===== config.mk =====
export PLATFORM = sky130hd
export DESIGN_NAME = updrq_front
export DESIGN_NICKNAME = d
export VERILOG_FILES = /design/src/hdl/udp_port_demux_receive_queues_top_assert.svh /design/src/hdl/updrq_pkg.sv /design/src/hdl/updrq_front.sv
export SDC_FILE = /design/constraint.sdc
export NUM_CORES = 1
export LEC_CHECK = 0
export ABC_CLOCK_PERIOD_IN_PS = 6180
export BUFFER_PORTS_ARGS = -buffer_cell sky130_fd_sc_hd__buf_2
export CAP_MARGIN = 5
export CORE_ASPECT_RATIO = 0.9
export CORE_UTILIZATION = 45
export CTS_BUF_LIST = sky130_fd_sc_hd__clkbuf_8 sky130_fd_sc_hd__clkbuf_16
export CTS_CLUSTER_DIAMETER = 80
export CTS_CLUSTER_SIZE = 12
export DETAILED_ROUTE_END_ITERATION = 6
export GPL_TIMING_DRIVEN = 0
export PLACE_DENSITY = 0.73
export SLEW_MARGIN = 20
export SYNTH_ARGS = -nofsm -noshare
export SYNTH_HDL_FRONTEND = slang
export SYNTH_SLANG_ARGS = --single-unit

===== constraint.sdc =====
create_clock -name clock -period 6.18 [get_ports clock]
set_input_delay 1.236 -clock clock [delete_from_list [all_inputs] [get_ports clock]]
set_output_delay 1.236 -clock clock [all_outputs]
set_load 0.05 [all_outputs]

===== src/hdl/udp_port_demux_receive_queues_top_assert.svh =====
// Assertion macros for the receive queue block.
`ifndef UDP_PORT_DEMUX_RECEIVE_QUEUES_TOP_ASSERT_SVH
`define UDP_PORT_DEMUX_RECEIVE_QUEUES_TOP_ASSERT_SVH
`ifndef NO_ASSERTIONS
`define UPD_ASSERT_IMPL(label, clk, rst, prop, msg) \
   label: assert property (@(posedge clk) disable iff (rst) prop) else $error(msg);
`define UPD_ASSERT_NEXT(label, clk, rst, cond, prop, msg) \
   label: assert property (@(posedge clk) disable iff (rst) (cond) |=> (prop)) else $error(msg);
`else
`define UPD_ASSERT_IMPL(label, clk, rst, prop, msg)
`define UPD_ASSERT_NEXT(label, clk, rst, cond, prop, msg)
`endif
`endif


===== src/hdl/updrq_pkg.sv =====
`timescale 1ns / 1ps
`default_nettype none
package updrq_pkg;
   localparam int PORT_SLOTS_DEF  = 16;
   localparam int QUEUE_DEPTH_DEF = 16;
   localparam int HANDLE_BITS_DEF = 10;
   localparam logic [31:0] LOCAL_IP_RESET  = 32'h0A00020F;
   localparam logic [47:0] LOCAL_MAC_RESET = 48'h525400123456;
   localparam logic [7:0]  UDP_PROTO = 8'd17;
   localparam logic [15:0] UDP_HDR   = 16'd8;

   localparam logic [1:0] OP_BIND    = 2'd0;
   localparam logic [1:0] OP_DELIVER = 2'd1;
   localparam logic [1:0] OP_RECEIVE = 2'd2;

   localparam logic [2:0] ST_OK         = 3'd0;
   localparam logic [2:0] ST_BOUND      = 3'd1;
   localparam logic [2:0] ST_TABLE_FULL = 3'd2;
   localparam logic [2:0] ST_NOT_BOUND  = 3'd3;
   localparam logic [2:0] ST_EMPTY      = 3'd4;
   localparam logic [2:0] ST_MISMATCH   = 3'd5;
   localparam logic [2:0] ST_QUEUE_FULL = 3'd6;
   localparam logic [2:0] ST_BAD_LENGTH = 3'd7;

   localparam logic [0:0] REG_LOCAL_IP  = 1'd0;
   localparam logic [0:0] REG_LOCAL_MAC = 1'd1;

   typedef struct packed {
      logic [1:0]  opcode;
      logic [15:0] port;
      logic [31:0] source_ip;
      logic [15:0] source_port;
      logic [31:0] dest_ip;
      logic [47:0] dest_mac;
      logic [7:0]  protocol;
      logic [15:0] udp_length;
      logic [9:0]  payload_handle;
      logic [15:0] max_len;
   } req_type;

   typedef struct packed {
      logic [2:0]  status;
      logic [31:0] out_source_ip;
      logic [15:0] out_source_port;
      logic [9:0]  out_handle;
      logic [15:0] out_length;
   } rsp_type;

   // Classified command handed from the front to the back.
   typedef struct packed {
      logic [1:0]  opcode;
      logic [15:0] port;
      logic        addr_ok;
      logic        len_ok;
      logic [31:0] source_ip;
      logic [15:0] source_port;
      logic [9:0]  handle;
      logic [15:0] length;
      logic [15:0] max_len;
   } cmd_type;
endpackage
`default_nettype wire


===== src/hdl/updrq_front.sv =====
`timescale 1ns / 1ps
`default_nettype none
module updrq_front
   import updrq_pkg::*;
   (
   input  wire logic    clock,
   input  wire logic    reset,
   input  wire logic    csr_psel,
   input  wire logic    csr_penable,
   input  wire logic    csr_pwrite,
   input  wire logic [3:0]  csr_paddr,
   input  wire logic [63:0] csr_pwdata,
   output logic [63:0]  csr_prdata,
   input  wire logic    req_push,
   input  wire req_type req_data,
   output logic         req_full,
   output logic         cmd_valid,
   output cmd_type      cmd_data,
   input  wire logic    cmd_pop
   );
   logic [31:0] ip_ff;
   logic [47:0] mac_ff;
   cmd_type q_ff [2];
   logic [1:0] cnt_ff, cnt_in;
   logic rd_ff, wr_ff;
   logic push_ok, pop_ok;
   cmd_type c;

   assign req_full = cnt_ff == 2'd2;
   assign push_ok = req_push && !req_full && req_data.opcode != 2'd3;
   assign cmd_valid = cnt_ff != 2'd0;
   assign pop_ok = cmd_pop && cmd_valid;
   assign cmd_data = q_ff[rd_ff];

   always_comb begin
      c.opcode = req_data.opcode;
      c.port = req_data.port;
      c.addr_ok = req_data.dest_ip == ip_ff && req_data.dest_mac == mac_ff &&
                  req_data.protocol == UDP_PROTO;
      c.len_ok = req_data.udp_length >= UDP_HDR;
      c.source_ip = req_data.source_ip;
      c.source_port = req_data.source_port;
      c.handle = req_data.payload_handle;
      c.length = req_data.udp_length - UDP_HDR;
      c.max_len = req_data.max_len;
      cnt_in = cnt_ff + {1'b0, push_ok} - {1'b0, pop_ok};
   end

   always_comb begin
      case (csr_paddr[3])
         REG_LOCAL_IP: csr_prdata = {32'd0, ip_ff};
         default: csr_prdata = {16'd0, mac_ff};
      endcase
   end

   always_ff @(posedge clock) begin
      if (reset) begin
         ip_ff <= LOCAL_IP_RESET;
         mac_ff <= LOCAL_MAC_RESET;
         cnt_ff <= 2'd0;
         rd_ff <= 1'b0;
         wr_ff <= 1'b0;
      end else begin
         if (csr_psel && csr_penable && csr_pwrite && csr_paddr[2:0] == 3'd0) begin
            case (csr_paddr[3])
               REG_LOCAL_IP: ip_ff <= csr_pwdata[31:0];
               default: mac_ff <= csr_pwdata[47:0];
            endcase
         end
         cnt_ff <= cnt_in;
         if (push_ok) wr_ff <= !wr_ff;
         if (pop_ok) rd_ff <= !rd_ff;
      end
   end

   always_ff @(posedge clock) begin
      if (push_ok) q_ff[wr_ff] <= c;
   end
endmodule
`default_nettype wire


# ---- After elaboration in Yosys (flattened, before gate mapping)
# Memory sizes are Yosys's and may differ from the RTL's. A register that Yosys moved wholly into a read port is not among the register bits.
# Cells that the tools add are included.
dict set report totals {
  memories 1
  wordCells 36
  mem_bits_rw 220
  out_inout_bits 176
  input_bits 271
  reg_bits 84
}
dict set report classes {
  n_eq_ne 5
  bitwise_logic 1
  n_reduce_logical 15
  magnitude_cmp 1
  add_sub_neg 3
  muxes 5
}
# memory depth word_bits read_ports rd_clocked_by_memory_dff write_ports line
set memory_table {}
lappend memory_table {q_ff 2 110 1 1 1 updrq_front.sv:23} ;# cmd_type q_ff [2];
# op n
set op_table {}
lappend op_table {{equality test 48 bit} 1}
lappend op_table {{2-to-1 mux 48 bit} 1}
lappend op_table {{equality test 32 bit} 1}
lappend op_table {{greater-or-equal comparator 16 x 4 -> 1 bit, second input constant} 1}
lappend op_table {{subtractor 16 x 4 -> 16 bit, second input constant} 1}
lappend op_table {{equality test 8 x 5 -> 1 bit, second input constant} 1}
lappend op_table {{logical AND 1 bit} 8}
lappend op_table {{2-to-1 mux 1 bit} 4}
lappend op_table {{AND reduction 2 bit} 2}
lappend op_table {{zero test 1 bit} 3}
lappend op_table {{zero test 3 bit} 1}
lappend op_table {{adder 2 x 1 -> 2 bit} 1}
lappend op_table {{equality test 2 bit, second input constant} 1}
lappend op_table {{inequality test 2 bit, second input constant} 1}
lappend op_table {{nonzero test 2 bit} 1}
lappend op_table {{subtractor 2 x 1 -> 2 bit} 1}
lappend op_table {{inverter 1 bit} 1}

# ---- Logic depth before layout (Yosys ltp)
dict set report logic_depth {
  word_depth 6
  depth_mapped 9
  ltp_nobuf 9
}

# ---- Worst setup path after synthesis
# OpenSTA, ideal clock, no wires.
dict set report synth_timing {
  path_type {input-to-reg}
  startpoint {input port req_data[194] in the netlist's numbering}
  endpoint {memory q_ff[0][0] in the netlist's numbering, enable pin}
  required_time_ns 5.600
  path_slack_ns -0.475
  stages 3
  path_buffers 0
  arrival_time_ns 6.075
  setup_ns 0.580
  path_cell_list {a21oi_1 > nand2_1 > nor2_1}
}
dict set report synth_via {
  elab_chain_len 4
}
# item line
set synth_lines {}
lappend synth_lines {{start, declared} updrq_front.sv:15} ;# input wire req_type req_data,
lappend synth_lines {{inequality test 2 bit} updrq_front.sv:30} ;# assign push_ok = req_push && !req_full && req_data.opcode != 2'd3;
lappend synth_lines {{logical AND 1 bit} updrq_front.sv:30}
lappend synth_lines {{2-to-1 mux 1 bit} updrq_front.sv:77} ;# if (push_ok) q_ff[wr_ff] <= c;
lappend synth_lines {{2-to-1 mux 1 bit (implied by the code)} updrq_front.sv:77}
lappend synth_lines {{end, declared} updrq_front.sv:23}
# No other way between the ends.

# ---- Worst setup path in the final report
dict set report layout_timing {
  startpoint {input port csr_paddr[3]}
  endpoint {output port csr_prdata[31]}
}
dict set report layout_via {
  elab_chain_len 1
}
# item line
set layout_lines {}
lappend layout_lines {{start, declared} updrq_front.sv:11} ;# input wire logic [3:0] csr_paddr,
lappend layout_lines {{2-to-1 mux 48 bit} updrq_front.sv:50} ;# case (csr_paddr[3])
lappend layout_lines {{end, declared} updrq_front.sv:13} ;# output logic [63:0] csr_prdata,
# No other way between the ends.

==> results_dict.tcl <==
set metrics [dict create \
    min-delay-start "mac_ff[32]" \
    clockBufferDepth 3 \
    grt_max_degree 26 \
    antenna_found_initial 6 \
    fill_cells 2209 \
    startpoint "csr_paddr[3]" \
    irDropWorstVdd_mv 0.213 \
    drtIter0Drc 516 \
    cts_buffers 29 \
    postCtsSetupRepairBufs 0 \
    ys_seq_elements 305 \
    clock_skew_ns 0.0136 \
    max_slew.worst_pin.slew_ns 0.827 \
    die_h_um 161 \
    drc 0 \
    synth_edf_count 220 \
    gp_congestion 0.946 \
    die_w_um 179 \
    finalCriticalPeriod_ns 4.42 \
    status "finished clean" \
    syn_to_final_growth_pct 28.9 \
    timing.rr.start "ip_ff[6]" \
    core_mm2 0.0273 \
    dr.pass1.iters 4 \
    fin_nets 1674 \
    r2r-end "q_ff[0][91]" \
    fin_cells 1779 \
    grt_pass1_vias 9002 \
    gr-total-overflow 0 \
    synthFlopType "edfxtp_1" \
    synth_area_leaders "edfxtp_1 52%, dfxtp_1 13%, mux2_2 13%" \
    cts_max_level 1 \
    finalSetupViolCount 0 \
    yosysTopAreaCell "edfxtp_1" \
    via_per_inst 5.06 \
    path_class "input pin to output port" \
    p_leak_nw 6.63 \
    numPortBuffers 412 \
    yosysMostFrequentCell "edfxtp_1" \
    worstSetupEndpoint "csr_prdata[31]" \
    rsz0062_at_grt "false" \
    end_kind "output port" \
    num_vias 8994 \
    hold_viol_final 0 \
    ys_types 30 \
    cap_viol_max_count 0 \
    power-per-cell-area_mw_per_mm2 361 \
    synthCells 932 \
    path_max_fanout 10 \
    regToRegSetupSlack_ns 3.78 \
    io_pins 447 \
    cts_sinks 305 \
    final_antenna_net_count 0 \
    async_flop_share_pct 0 \
    crit_path_start_kind "input pin" \
    cts_root_buffer "clkbuf_16" \
    path_clk_slew_ns 0.06 \
    period_share_pct 71.5 \
    hold_class "flop to flop" \
    wl_per_cell_um 20.9 \
    worstHoldPathCells 2 \
    syn_area_per_cell_um2 13.6 \
    synth_top_area_share_pct 52.1 \
    post_cts_resized 0 \
    dp.cells 1723 \
    grt_pass1_wl_um 53300 \
    rows 57 \
    grt_usage_pct 25.0 \
    maxSlewViolCount 0 \
    drive_gt1_share_pct 45.1 \
    yosys_warnings 0 \
    finalSetupTns_ns 0 \
    dpl.hpwl_um 28500 \
    r2r_cells 5 \
    slew_headroom_pct 44.8 \
    cts_tree "yes" \
    yosys-top-cells-count "220 x edfxtp_1, 167 x nand2_1, 142 x mux2_2" \
    regArea_mm2 0.00831 \
    post-route-util_pct 59.8 \
    wl_um 37100 \
    dieArea_mm2 0.0288 \
    netlist_area_mm2 0.0127 \
    seq_area_frac_synth_pct 65.6 \
    multi_input_area_mm2 0.00410 \
    fmax_mhz 226 \
    whs_ns 0.479 \
    initial_core_util_pct 46.4 \
    critPathArrivalTime_ns 3.18 \
    cp.required_ns 4.94 \
    holdBufCountCts 0 \
    clock_latency_ns 0.56 \
]
[cell usage in the layout (no fill, tap or decap), types with 3 or more instances in the layout]
cell,instances
buf_2,429
edfxtp_1,220
nand2_1,167
mux2_2,142
dfxtp_1,85
a21oi_1,59
xor2_1,57
xnor2_1,37
clkbuf_16,29
inv_1,25
clkbuf_1,23
nand3b_1,22
buf_4,19
and2_1,18
conb_1,16
nor4_1,15
nand4_1,12
nor2_1,9
buf_16,6
diode_2,5
nor3_1,4
buf_12,4
ha_1,3
[registers in the layout, summed over array words and instances (netlist names), named ones only]
register / count
cnt_ff: 2
mac_ff: 48
rd_ff: 1
ip_ff: 32
wr_ff: 1
q_ff: 220
[logic make-up (layout without fill, tap and decap cells)]
logic type,after synthesis,after routing,share of synthesized area (%)
and+or+nand+nor,264,264,10.1
buffers and inverters,64,537,2.63
AOI/OAI and AO/OA,59,59,2.33
adders and majority gates,3,3,0.296
xor gates and xnor gates,94,94,6.50
other,1,21,0.0296
DFF,305,305,65.6
muxes,142,142,12.6
[per-layer routing]
layer,track usage [%],share of wire [%]
met1,28.8,36
met2,44.8,51
met3,6.19,9.8
met4,8.71,3.2
met5,0,0.030
[worst min path at each step]
stage                            end
after floorplan           mac_ff[32]
after global placement    mac_ff[32]
after detailed placement  mac_ff[32]
after CTS                 mac_ff[32]
after global routing       ip_ff[24]
final                     mac_ff[32]
[cell type report]
| cell class | instances | share of cell area (%) |
|---|---|---|
| multi-input combinational | 578 | 25.1 |
| tap | 354 | 2.71 |
| antenna | 5 | 0.0766 |
| timing repair buffer | 422 | 14.1 |
| clock buffer | 29 | 4.44 |
| buffer | 59 | 1.92 |
| clock inverter | 22 | 0.636 |
| inverter | 5 | 0.115 |
| sequential | 305 | 50.9 |
[power by group]
group / switching (mW) / internal (mW)
clock: 0.744 / 0.846
sequential: 0.0416 / 2.40
combinational: 1.31 / 0.556
total: 2.10 / 3.80
[stage by stage]
| step | total power, mW | area (um2) | setup slack (ns) |
|---|---|---|---|
| after floorplan | 3.86 | 12700 | -0.475 |
| after global placement | 4.32 | 15200 | -3.19 |
| after detailed placement | 4.36 | 15500 | 1.84 |
| after CTS | 5.94 | 16300 | 1.82 |
| after global routing | 6.11 | 16300 | 1.77 |
| final | 5.90 | 16300 | 1.76 |
[critical path: stages]
cell,delay [ns]
clkbuf_1,0.29
buf_2,0.34
clkbuf_1,0.66
mux2_2,0.43
buf_2,0.21
Power figures use the tool's default switching activity.
